==> src/design/assert_macros.svh <==
// assertion macros for the rtl
`ifndef ASSERT_MACROS_SVH
`define ASSERT_MACROS_SVH

// clocked check, switched off while reset is high
`define ASP_ASSERT(label, clk, rst, prop) \
   label: assert property (@(posedge clk) disable iff (rst) prop) \
      else $error("assertion failed");

// clocked check that also runs through reset
`define ASP_ASSERT_ALWAYS(label, clk, prop) \
   label: assert property (@(posedge clk) prop) \
      else $error("assertion failed");

`endif

==> src/design/asp_pkg.sv <==
// types and constants of the attitude and speed controller
`timescale 1ns / 1ps

package asp_pkg;

   localparam int unsigned TURN       = 36000;
   localparam int unsigned HALF_TURN  = 18000;
   localparam int unsigned ROLL_CAP   = 18000;
   localparam int unsigned PITCH_CAP  = 9000;
   localparam int unsigned POWER_FULL = 32767;

   localparam logic [15:0] SPEED_GAIN_P_RESET  = 16'd256;
   localparam logic [15:0] SPEED_GAIN_I_RESET  = 16'd16;
   localparam logic [15:0] HEADING_GAIN_RESET  = 16'd256;
   localparam logic [15:0] ALTITUDE_GAIN_RESET = 16'd256;
   localparam logic [14:0] ROLL_LIMIT_RESET    = 15'd3000;
   localparam logic [13:0] PITCH_LIMIT_RESET   = 14'd2000;

   typedef enum logic [2:0] {
      CSR_SPEED_GAIN_P  = 3'd0,
      CSR_SPEED_GAIN_I  = 3'd1,
      CSR_HEADING_GAIN  = 3'd2,
      CSR_ALTITUDE_GAIN = 3'd3,
      CSR_ROLL_LIMIT    = 3'd4,
      CSR_PITCH_LIMIT   = 3'd5
   } csr_index_type;

   typedef struct packed {
      logic signed [15:0] ground_speed;
      logic signed [15:0] target_speed;
      logic        [15:0] heading_now;
      logic        [15:0] target_heading;
      logic signed [17:0] altitude_now;
      logic signed [17:0] target_altitude;
   } sample_type;

   typedef struct packed {
      logic               speed_off;
      logic signed [16:0] speed_err;
      logic signed [31:0] err_sum;
      logic signed [16:0] heading_err;
      logic signed [18:0] altitude_err;
   } err_type;

   typedef struct packed {
      logic               speed_off;
      logic signed [33:0] p_term;
      logic signed [48:0] i_term;
      logic signed [33:0] roll_prod;
      logic signed [35:0] pitch_prod;
   } prod_type;

endpackage

==> src/design/asp_err_stage.sv <==
// error stage: speed integrator with its state, heading wrap and altitude error
`timescale 1ns / 1ps

module asp_err_stage (
   input  logic                clock,
   input  logic                reset,
   input  logic                load,
   input  logic                commit,
   input  asp_pkg::sample_type sample,
   output asp_pkg::err_type    err
);
   import asp_pkg::*;

   logic signed [31:0] sum_ff, sum_in;
   logic signed [16:0] prev_ff, prev_in;
   logic               have_prev_ff, have_prev_in;
   err_type            err_ff, err_in;

   logic signed [16:0] e;
   logic signed [16:0] prev_use;
   logic signed [32:0] sum_wide;
   logic signed [31:0] sum_sat;
   logic               flip;
   logic               off;
   logic signed [16:0] hd_diff, hd_rem, hd_wrap;

   always_comb begin
      // speed error and saturating integral
      off      = (sample.target_speed == 16'sd0);
      e        = 17'(sample.target_speed) - 17'(sample.ground_speed);
      prev_use = have_prev_ff ? prev_ff : e;
      sum_wide = 33'(sum_ff) + 33'(e);
      if (sum_wide[32] != sum_wide[31]) begin
         sum_sat = sum_wide[32] ? {1'b1, 31'd0} : {1'b0, {31{1'b1}}};
      end else begin
         sum_sat = sum_wide[31:0];
      end
      // sign change clears the integral
      flip = ((prev_use < 0) && (e > 0)) || ((prev_use > 0) && (e < 0));

      sum_in       = sum_ff;
      prev_in      = prev_ff;
      have_prev_in = have_prev_ff;
      if (commit && !off) begin
         sum_in       = flip ? 32'sd0 : sum_sat;
         prev_in      = e;
         have_prev_in = 1'b1;
      end

      // heading error, remainder by a turn then wrap to half a turn
      hd_diff = $signed({1'b0, sample.target_heading}) - $signed({1'b0, sample.heading_now});
      if (hd_diff >= $signed(17'(TURN))) begin
         hd_rem = hd_diff - $signed(17'(TURN));
      end else if (hd_diff <= -$signed(17'(TURN))) begin
         hd_rem = hd_diff + $signed(17'(TURN));
      end else begin
         hd_rem = hd_diff;
      end
      if (hd_rem > $signed(17'(HALF_TURN))) begin
         hd_wrap = hd_rem - $signed(17'(TURN));
      end else if (hd_rem < -$signed(17'(HALF_TURN))) begin
         hd_wrap = hd_rem + $signed(17'(TURN));
      end else begin
         hd_wrap = hd_rem;
      end

      err_in.speed_off    = off;
      err_in.speed_err    = e;
      err_in.err_sum      = flip ? 32'sd0 : sum_sat;
      err_in.heading_err  = hd_wrap;
      err_in.altitude_err = 19'(sample.altitude_now) - 19'(sample.target_altitude);
   end

   always_ff @(posedge clock) begin
      if (reset) begin
         sum_ff       <= '0;
         prev_ff      <= '0;
         have_prev_ff <= 1'b0;
      end else begin
         sum_ff       <= sum_in;
         prev_ff      <= prev_in;
         have_prev_ff <= have_prev_in;
      end
   end

   always_ff @(posedge clock) begin
      if (load) begin
         err_ff <= err_in;
      end
   end

   assign err = err_ff;

endmodule

==> src/design/asp_mul_stage.sv <==
// product stage: gain multiplications, one register after them
`timescale 1ns / 1ps

module asp_mul_stage (
   input  logic             clock,
   input  logic             load,
   input  asp_pkg::err_type err,
   input  logic [15:0]      speed_gain_p,
   input  logic [15:0]      speed_gain_i,
   input  logic [15:0]      heading_gain,
   input  logic [15:0]      altitude_gain,
   output asp_pkg::prod_type prod
);
   import asp_pkg::*;

   prod_type           prod_ff, prod_in;
   logic signed [16:0] kp, ki, kh, ka;

   always_comb begin
      kp = $signed({1'b0, speed_gain_p});
      ki = $signed({1'b0, speed_gain_i});
      kh = $signed({1'b0, heading_gain});
      ka = $signed({1'b0, altitude_gain});
      prod_in.speed_off  = err.speed_off;
      prod_in.p_term     = 34'(err.speed_err) * 34'(kp);
      prod_in.i_term     = 49'(err.err_sum) * 49'(ki);
      prod_in.roll_prod  = 34'(err.heading_err) * 34'(kh);
      prod_in.pitch_prod = 36'(err.altitude_err) * 36'(ka);
   end

   always_ff @(posedge clock) begin
      if (load) begin
         prod_ff <= prod_in;
      end
   end

   assign prod = prod_ff;

endmodule

==> src/design/asp_out_stage.sv <==
// result stage: power sum and scaling, roll and pitch scaling and limits
`timescale 1ns / 1ps

module asp_out_stage (
   input  logic              clock,
   input  logic              load,
   input  asp_pkg::prod_type prod,
   input  logic [14:0]       roll_limit,
   input  logic [13:0]       pitch_limit,
   output logic [14:0]       power_cmd,
   output logic signed [15:0] roll_cmd,
   output logic signed [14:0] pitch_cmd
);
   import asp_pkg::*;

   logic        [14:0] power_ff, power_in;
   logic signed [15:0] roll_ff, roll_in;
   logic signed [14:0] pitch_ff, pitch_in;

   logic signed [49:0] raw;
   logic signed [41:0] raw_q;
   logic signed [25:0] roll_t, roll_lim;
   logic signed [27:0] pitch_t, pitch_lim;
   logic        [14:0] roll_cap;
   logic        [13:0] pitch_cap;

   always_comb begin
      // power: floor of the scaled sum, clamped to full power
      raw   = 50'(prod.p_term) + 50'(prod.i_term);
      raw_q = 42'(raw >>> 8);
      if (prod.speed_off || (raw <= 0)) begin
         power_in = '0;
      end else if (raw_q > $signed(42'(POWER_FULL))) begin
         power_in = 15'(POWER_FULL);
      end else begin
         power_in = raw_q[14:0];
      end

      // roll: scale toward zero, clamp to the capped limit
      roll_cap = (roll_limit > 15'(ROLL_CAP)) ? 15'(ROLL_CAP) : roll_limit;
      roll_lim = $signed({11'd0, roll_cap});
      if (prod.roll_prod < 0) begin
         roll_t = 26'((prod.roll_prod + 34'sd255) >>> 8);
      end else begin
         roll_t = 26'(prod.roll_prod >>> 8);
      end
      if (roll_t > roll_lim) begin
         roll_in = 16'(roll_lim);
      end else if (roll_t < -roll_lim) begin
         roll_in = 16'(-roll_lim);
      end else begin
         roll_in = 16'(roll_t);
      end

      // pitch: same scaling on the altitude product
      pitch_cap = (pitch_limit > 14'(PITCH_CAP)) ? 14'(PITCH_CAP) : pitch_limit;
      pitch_lim = $signed({14'd0, pitch_cap});
      if (prod.pitch_prod < 0) begin
         pitch_t = 28'((prod.pitch_prod + 36'sd255) >>> 8);
      end else begin
         pitch_t = 28'(prod.pitch_prod >>> 8);
      end
      if (pitch_t > pitch_lim) begin
         pitch_in = 15'(pitch_lim);
      end else if (pitch_t < -pitch_lim) begin
         pitch_in = 15'(-pitch_lim);
      end else begin
         pitch_in = 15'(pitch_t);
      end
   end

   always_ff @(posedge clock) begin
      if (load) begin
         power_ff <= power_in;
         roll_ff  <= roll_in;
         pitch_ff <= pitch_in;
      end
   end

   assign power_cmd = power_ff;
   assign roll_cmd  = roll_ff;
   assign pitch_cmd = pitch_ff;

endmodule

==> src/design/attitude_speed_pid_controller_top.sv <==
// top level of the attitude and speed controller
`timescale 1ns / 1ps
`include "assert_macros.svh"

// attitude and speed controller
// - req_ channel: one navigation sample per beat (speeds, headings, altitudes)
// - rsp_ channel: one control beat per sample (power, roll, pitch), in order
// - csr_ channel: register writes, index as in asp_pkg::csr_index_type,
//   always ready; write only while no sample is in flight
// - four register stages: input register, error stage (holds the speed
//   integral), multiplier stage, result register
// - a sample passes the input register, error stage, multiplier stage and
//   result register in that order before its result is offered on rsp_
// - throughput: one sample per cycle while rsp_stall is low; the integral
//   update sits in the error stage, so no sample waits on the one before
// - a stalled rsp_ beat holds; the stages behind it keep filling bubbles and
//   req_stall rises only when all four stages hold samples
// - reset (synchronous, active high) empties the stages, clears the
//   integral and previous error, and loads the register defaults
module attitude_speed_pid_controller_top (
   input  logic               clock,
   input  logic               reset,
   // sample channel
   input  logic               req_valid,
   output logic               req_stall,
   input  logic signed [15:0] req_ground_speed,
   input  logic signed [15:0] req_target_speed,
   input  logic        [15:0] req_heading_now,
   input  logic        [15:0] req_target_heading,
   input  logic signed [17:0] req_altitude_now,
   input  logic signed [17:0] req_target_altitude,
   // control channel
   output logic               rsp_valid,
   input  logic               rsp_stall,
   output logic        [14:0] rsp_power_cmd,
   output logic signed [15:0] rsp_roll_cmd,
   output logic signed [14:0] rsp_pitch_cmd,
   // register write channel
   input  logic               csr_valid,
   output logic               csr_ready,
   input  logic        [2:0]  csr_index,
   input  logic        [15:0] csr_data
);
   import asp_pkg::*;

   // configuration registers
   logic [15:0] speed_gain_p_ff, speed_gain_i_ff, heading_gain_ff, altitude_gain_ff;
   logic [14:0] roll_limit_ff;
   logic [13:0] pitch_limit_ff;

   // stage valids and enables
   logic s0_valid_ff, s1_valid_ff, s2_valid_ff, s3_valid_ff;
   logic s0_en, s1_en, s2_en, s3_en;

   sample_type sample_ff, sample_in;
   err_type    err;
   prod_type   prod;

   // a stage loads when it is empty or the one ahead of it moves
   assign s3_en = !s3_valid_ff || !rsp_stall;
   assign s2_en = !s2_valid_ff || s3_en;
   assign s1_en = !s1_valid_ff || s2_en;
   assign s0_en = !s0_valid_ff || s1_en;

   assign req_stall = !s0_en;
   assign rsp_valid = s3_valid_ff;
   assign csr_ready = 1'b1;

   always_comb begin
      sample_in.ground_speed    = req_ground_speed;
      sample_in.target_speed    = req_target_speed;
      sample_in.heading_now     = req_heading_now;
      sample_in.target_heading  = req_target_heading;
      sample_in.altitude_now    = req_altitude_now;
      sample_in.target_altitude = req_target_altitude;
   end

   // input register
   always_ff @(posedge clock) begin
      if (s0_en) begin
         sample_ff <= sample_in;
      end
   end

   // stage valids
   always_ff @(posedge clock) begin
      if (reset) begin
         s0_valid_ff <= 1'b0;
         s1_valid_ff <= 1'b0;
         s2_valid_ff <= 1'b0;
         s3_valid_ff <= 1'b0;
      end else begin
         if (s0_en) s0_valid_ff <= req_valid;
         if (s1_en) s1_valid_ff <= s0_valid_ff;
         if (s2_en) s2_valid_ff <= s1_valid_ff;
         if (s3_en) s3_valid_ff <= s2_valid_ff;
      end
   end

   // register writes, unknown indexes dropped
   always_ff @(posedge clock) begin
      if (reset) begin
         speed_gain_p_ff  <= SPEED_GAIN_P_RESET;
         speed_gain_i_ff  <= SPEED_GAIN_I_RESET;
         heading_gain_ff  <= HEADING_GAIN_RESET;
         altitude_gain_ff <= ALTITUDE_GAIN_RESET;
         roll_limit_ff    <= ROLL_LIMIT_RESET;
         pitch_limit_ff   <= PITCH_LIMIT_RESET;
      end else if (csr_valid && csr_ready) begin
         unique case (csr_index)
            CSR_SPEED_GAIN_P:  speed_gain_p_ff  <= csr_data;
            CSR_SPEED_GAIN_I:  speed_gain_i_ff  <= csr_data;
            CSR_HEADING_GAIN:  heading_gain_ff  <= csr_data;
            CSR_ALTITUDE_GAIN: altitude_gain_ff <= csr_data;
            CSR_ROLL_LIMIT:    roll_limit_ff    <= csr_data[14:0];
            CSR_PITCH_LIMIT:   pitch_limit_ff   <= csr_data[13:0];
            default: ;
         endcase
      end
   end

   // error stage; the integral moves only when a real sample enters it
   asp_err_stage u_err (
      .clock  (clock),
      .reset  (reset),
      .load   (s1_en),
      .commit (s1_en && s0_valid_ff),
      .sample (sample_ff),
      .err    (err)
   );

   // gain products
   asp_mul_stage u_mul (
      .clock         (clock),
      .load          (s2_en),
      .err           (err),
      .speed_gain_p  (speed_gain_p_ff),
      .speed_gain_i  (speed_gain_i_ff),
      .heading_gain  (heading_gain_ff),
      .altitude_gain (altitude_gain_ff),
      .prod          (prod)
   );

   // result register
   asp_out_stage u_out (
      .clock       (clock),
      .load        (s3_en),
      .prod        (prod),
      .roll_limit  (roll_limit_ff),
      .pitch_limit (pitch_limit_ff),
      .power_cmd   (rsp_power_cmd),
      .roll_cmd    (rsp_roll_cmd),
      .pitch_cmd   (rsp_pitch_cmd)
   );

   // sample side stalls only with every stage occupied
   `ASP_ASSERT(a_stall_full, clock, reset,
      req_stall |-> (s0_valid_ff && s1_valid_ff && s2_valid_ff && s3_valid_ff))
   // roll never leaves half a turn
   `ASP_ASSERT(a_roll_range, clock, reset,
      rsp_valid |-> ((rsp_roll_cmd <= 16'sd18000) && (rsp_roll_cmd >= -16'sd18000)))
   // pitch never leaves the pitch cap
   `ASP_ASSERT(a_pitch_range, clock, reset,
      rsp_valid |-> ((rsp_pitch_cmd <= 15'sd9000) && (rsp_pitch_cmd >= -15'sd9000)))
   // a beat that leaves while the product stage is empty leaves no valid beat behind it
   `ASP_ASSERT(a_refill, clock, reset,
      (rsp_valid && !rsp_stall && !s2_valid_ff) |=> !rsp_valid)

endmodule
==> config.mk <==
export PLATFORM = sky130hd
export DESIGN_NAME = attitude_speed_pid_controller_top
export DESIGN_NICKNAME = d
export VERILOG_FILES = /design/src/design/asp_pkg.sv /design/src/design/asp_err_stage.sv /design/src/design/asp_mul_stage.sv /design/src/design/asp_out_stage.sv /design/src/design/attitude_speed_pid_controller_top.sv
export VERILOG_INCLUDE_DIRS = /design/src /design/src/design
export SDC_FILE = /design/constraint.sdc
export NUM_CORES = 2
export LEC_CHECK = 0
export ABC_CLOCK_PERIOD_IN_PS = 6800
export BUFFER_PORTS_ARGS = -buffer_cell sky130_fd_sc_hd__buf_2
export CAP_MARGIN = 20
export CORE_UTILIZATION = 60
export DETAILED_ROUTE_END_ITERATION = 8
export GPL_TIMING_DRIVEN = 0
export PLACE_DENSITY = 0.88
export SYNTH_ARGS = -nofsm -noshare
export SYNTH_HDL_FRONTEND = slang
export SYNTH_SLANG_ARGS = --single-unit
==> constraint.sdc <==
create_clock -name clock -period 6.8 [get_ports clock]
set_input_delay 1.36 -clock clock [delete_from_list [all_inputs] [get_ports clock]]
set_output_delay 1.36 -clock clock [all_outputs]
set_load 0.02 [all_outputs]
==> results.ini <==
[clock_network]
cts_root_buffer=clkbuf_16
clkSlewWorstSetupHoldPaths_ps=70
cts_tree=done
clk_latency_ps=750
numClockSinks=533
htree_levels=2
numCtsBuffers=59
clk_path_buf_depth=3

[synth]
synth_top_area_share_pct=34.3
ys_seq_area_share_pct=18.3
synth_most_common_cell=inv_1
syn_area_per_cell_um2=9.31
yosys_warnings=0
synthFlopType=edfxtp_1
synth_edf_count=386
ys_ff_latch=533
syn_area_mm2=0.0794
yosys-top-cells-count=inv_1, fa_1, nand2_1
yosys.area.top_type=fa_1
syn-num-nets=10600
synth.distinct_cells=100
async_flop_share_pct=0
synthCells=8528
yosys-top-cells-area=fa_1, edfxtp_1, ha_1, inv_1, nand2_1

[timing]
finClkSkew_ps=73.6
timing.final.crit_share_pct=107
finalWorstSetupSlack_ps=-452
max_freq_mhz=138
slew_headroom_pct=23.9
rsz0062_at_grt=true
tightest_slew_ps=1130
drv_slew=0
setup_viol=18
layout_min_cycle_time_ps=7250
hold_viol_final=0

[detailed_routing]
post_drt_wl_per_cell_um=21.1
viasPerCell=5.81
drt_iter0_drc=5679
vias=62400
drc=0
wirelength_um=226000
postRouteAntennaNets=0
dr.pass1.iters=9

[finish]
multi_input_area_mm2=0.0584
regArea_mm2=0.0146
nNetsFinal=11000
area_growth_pct=11.5
drive_above_1_share_pct=11.1
stdcell_count=10800
fillers=9686

[floorplanning]
io_pins=173
initial_core_util_pct=60.5
die_h_um=366
die_w_um=366
dieArea_mm2=0.134
num_rows=133
core_region_area_mm2=0.131

[placed_design]
dpl.hpwl_um=175000
dp_cells=10500
port_buffers=170
gp_congestion=0.997

[power_and_ir_drop]
cellLeakagePower_nw=43.5
powerDensity_mw_per_mm2=271
ir_drop_mv=0.334
p_total_mw=24.0

[outcome]
violations=setup timing
status=finished with violations

[worst_setup_path]
cpPeakStageDelay_ps=590
crit_path_start=u_err.err[38]
cp_top_family=adder cells
endpoint_kind=flip-flop
worstPathMaxFanout=10
critPathSlowestCell=fa_1
required_ps=7200
crit_buf_inv=4
arrival_ps=7660
crit_path_start_kind=flip-flop
cpMostUsedCell=fa_1
path_class=flip-flop to flip-flop
r2r-start=u_err.err[38]

[grt]
gr-total-overflow=0
grt_util_all_layers_pct=33.8
grt_pass1_wl_um=354000
grt_pass1_vias=66000
grt_max_degree=85
antenna_found_initial=8

[worst_hold_path]
hold_class=flip-flop to flip-flop
worstHoldStart=u_err.prev_ff[7]

[job]
cap_violations=0

## routing by layer
layer | global-route usage, % | wire (um)
met1 | 43.5 | 85200
met4 | 15.5 | 12200
met3 | 7.21 | 23600
met2 | 55.0 | 105000
met5 | 0 | 37
## cell usage in the layout, fill, tap and decap left out, types with 102 or more instances in the layout
master / netlist / final
o21ai_0: 155 / 140
nor2_1: 252 / 249
buf_4: 3 / 184
a21oi_1: 355 / 325
nand2_1: 1191 / 1184
ha_1: 603 / 577
inv_1: 1769 / 1746
and2_1: 637 / 618
edfxtp_1: 386 / 386
xnor2_1: 246 / 227
clkbuf_1: 294 / 102
buf_2: 8 / 197
dfxtp_1: 147 / 115
fa_1: 1359 / 1344
## path summary, 6_finish.rpt
check / slack [ps] / depth (start not counted) / to
max: -450 / 25 / u_mul.prod[115]
max reg2reg: -450 / 25 / u_mul.prod[115]
min reg2reg: 460 / 2 / u_err.prev_ff[7]
min: 460 / 2 / u_err.prev_ff[7]
## sequential cells by signal, indices dropped and copies added, names as in the netlist, 14 cells and up
name              count
u_out.pitch_cmd      15
u_out.power_cmd      15
pitch_limit_ff       14
u_out.roll_cmd       16
u_err.sum_ff         32
u_err.err            86
speed_gain_i_ff      16
speed_gain_p_ff      16
u_err.prev_ff        17
sample_ff           100
heading_gain_ff      16
roll_limit_ff        15
altitude_gain_ff     16
u_mul.prod          154
## metrics by stage
step	hold WS, ps	cell area (um2)	utilization, %	TNS, ps	setup slack, ps
after global placement	442	82400	62.8	-78900	-1660
after global routing	485	88500	67.4	-8120	-682
after CTS	457	87400	66.5	-3160	-423
after floorplan	400	79400	-	-17.9	-17.9
after detailed placement	449	82600	62.9	-96950	-1770
final	460	88500	67.4	-4630	-452
## area by class of cell
type	instances	area share (%)
Inverter	1769	7.52
Antenna cell	5	0.0141
Buffer	292	2.08
Sequential cell	533	16.5
Multi-Input combinational cell	5913	66.0
Clock buffer	71	1.81
Tap cell	1755	2.48
Clock inverter	40	0.618
Timing Repair Buffer	375	2.93
## tightest hold or removal path, delay by kind of cell, from the launching register on
kind | cells | cell delay [ps]
and+or+nand+nor | 1 | 50
DFF | 1 | 310
AOI/OAI and AO/OA | 1 | 50
## what timing repair did
item                                    CTS  global route
hold buffers                              0             0
endpoints found under the setup margin  159           130
buffers inserted                        143            63
pin swaps                                96           116
resized for setup                       506           244
## report_power, final
part	leakage (nW)	internal, mW	switching, mW	total [mW]
Combinational	37.1	5.98	8.98	15.0
Clock	1.04	2.05	1.55	3.60
Sequential	5.38	4.67	0.741	5.41
Total	43.5	12.7	11.3	24.0
## cell families after synthesis
logic type	after synthesis	share of synthesized area (%)
AO/OA/AOI/OAI	1005	8.22
XOR/XNOR	317	3.52
adder cells (fa/ha/maj)	1962	43.8
buffers and inverters	2082	9.90
flip-flops	533	18.3
multiplexers	36	0.462
other	1	0.00472
AND/OR/NAND/NOR	2592	15.8
No activity file was read; power rests on OpenSTA's default activity.
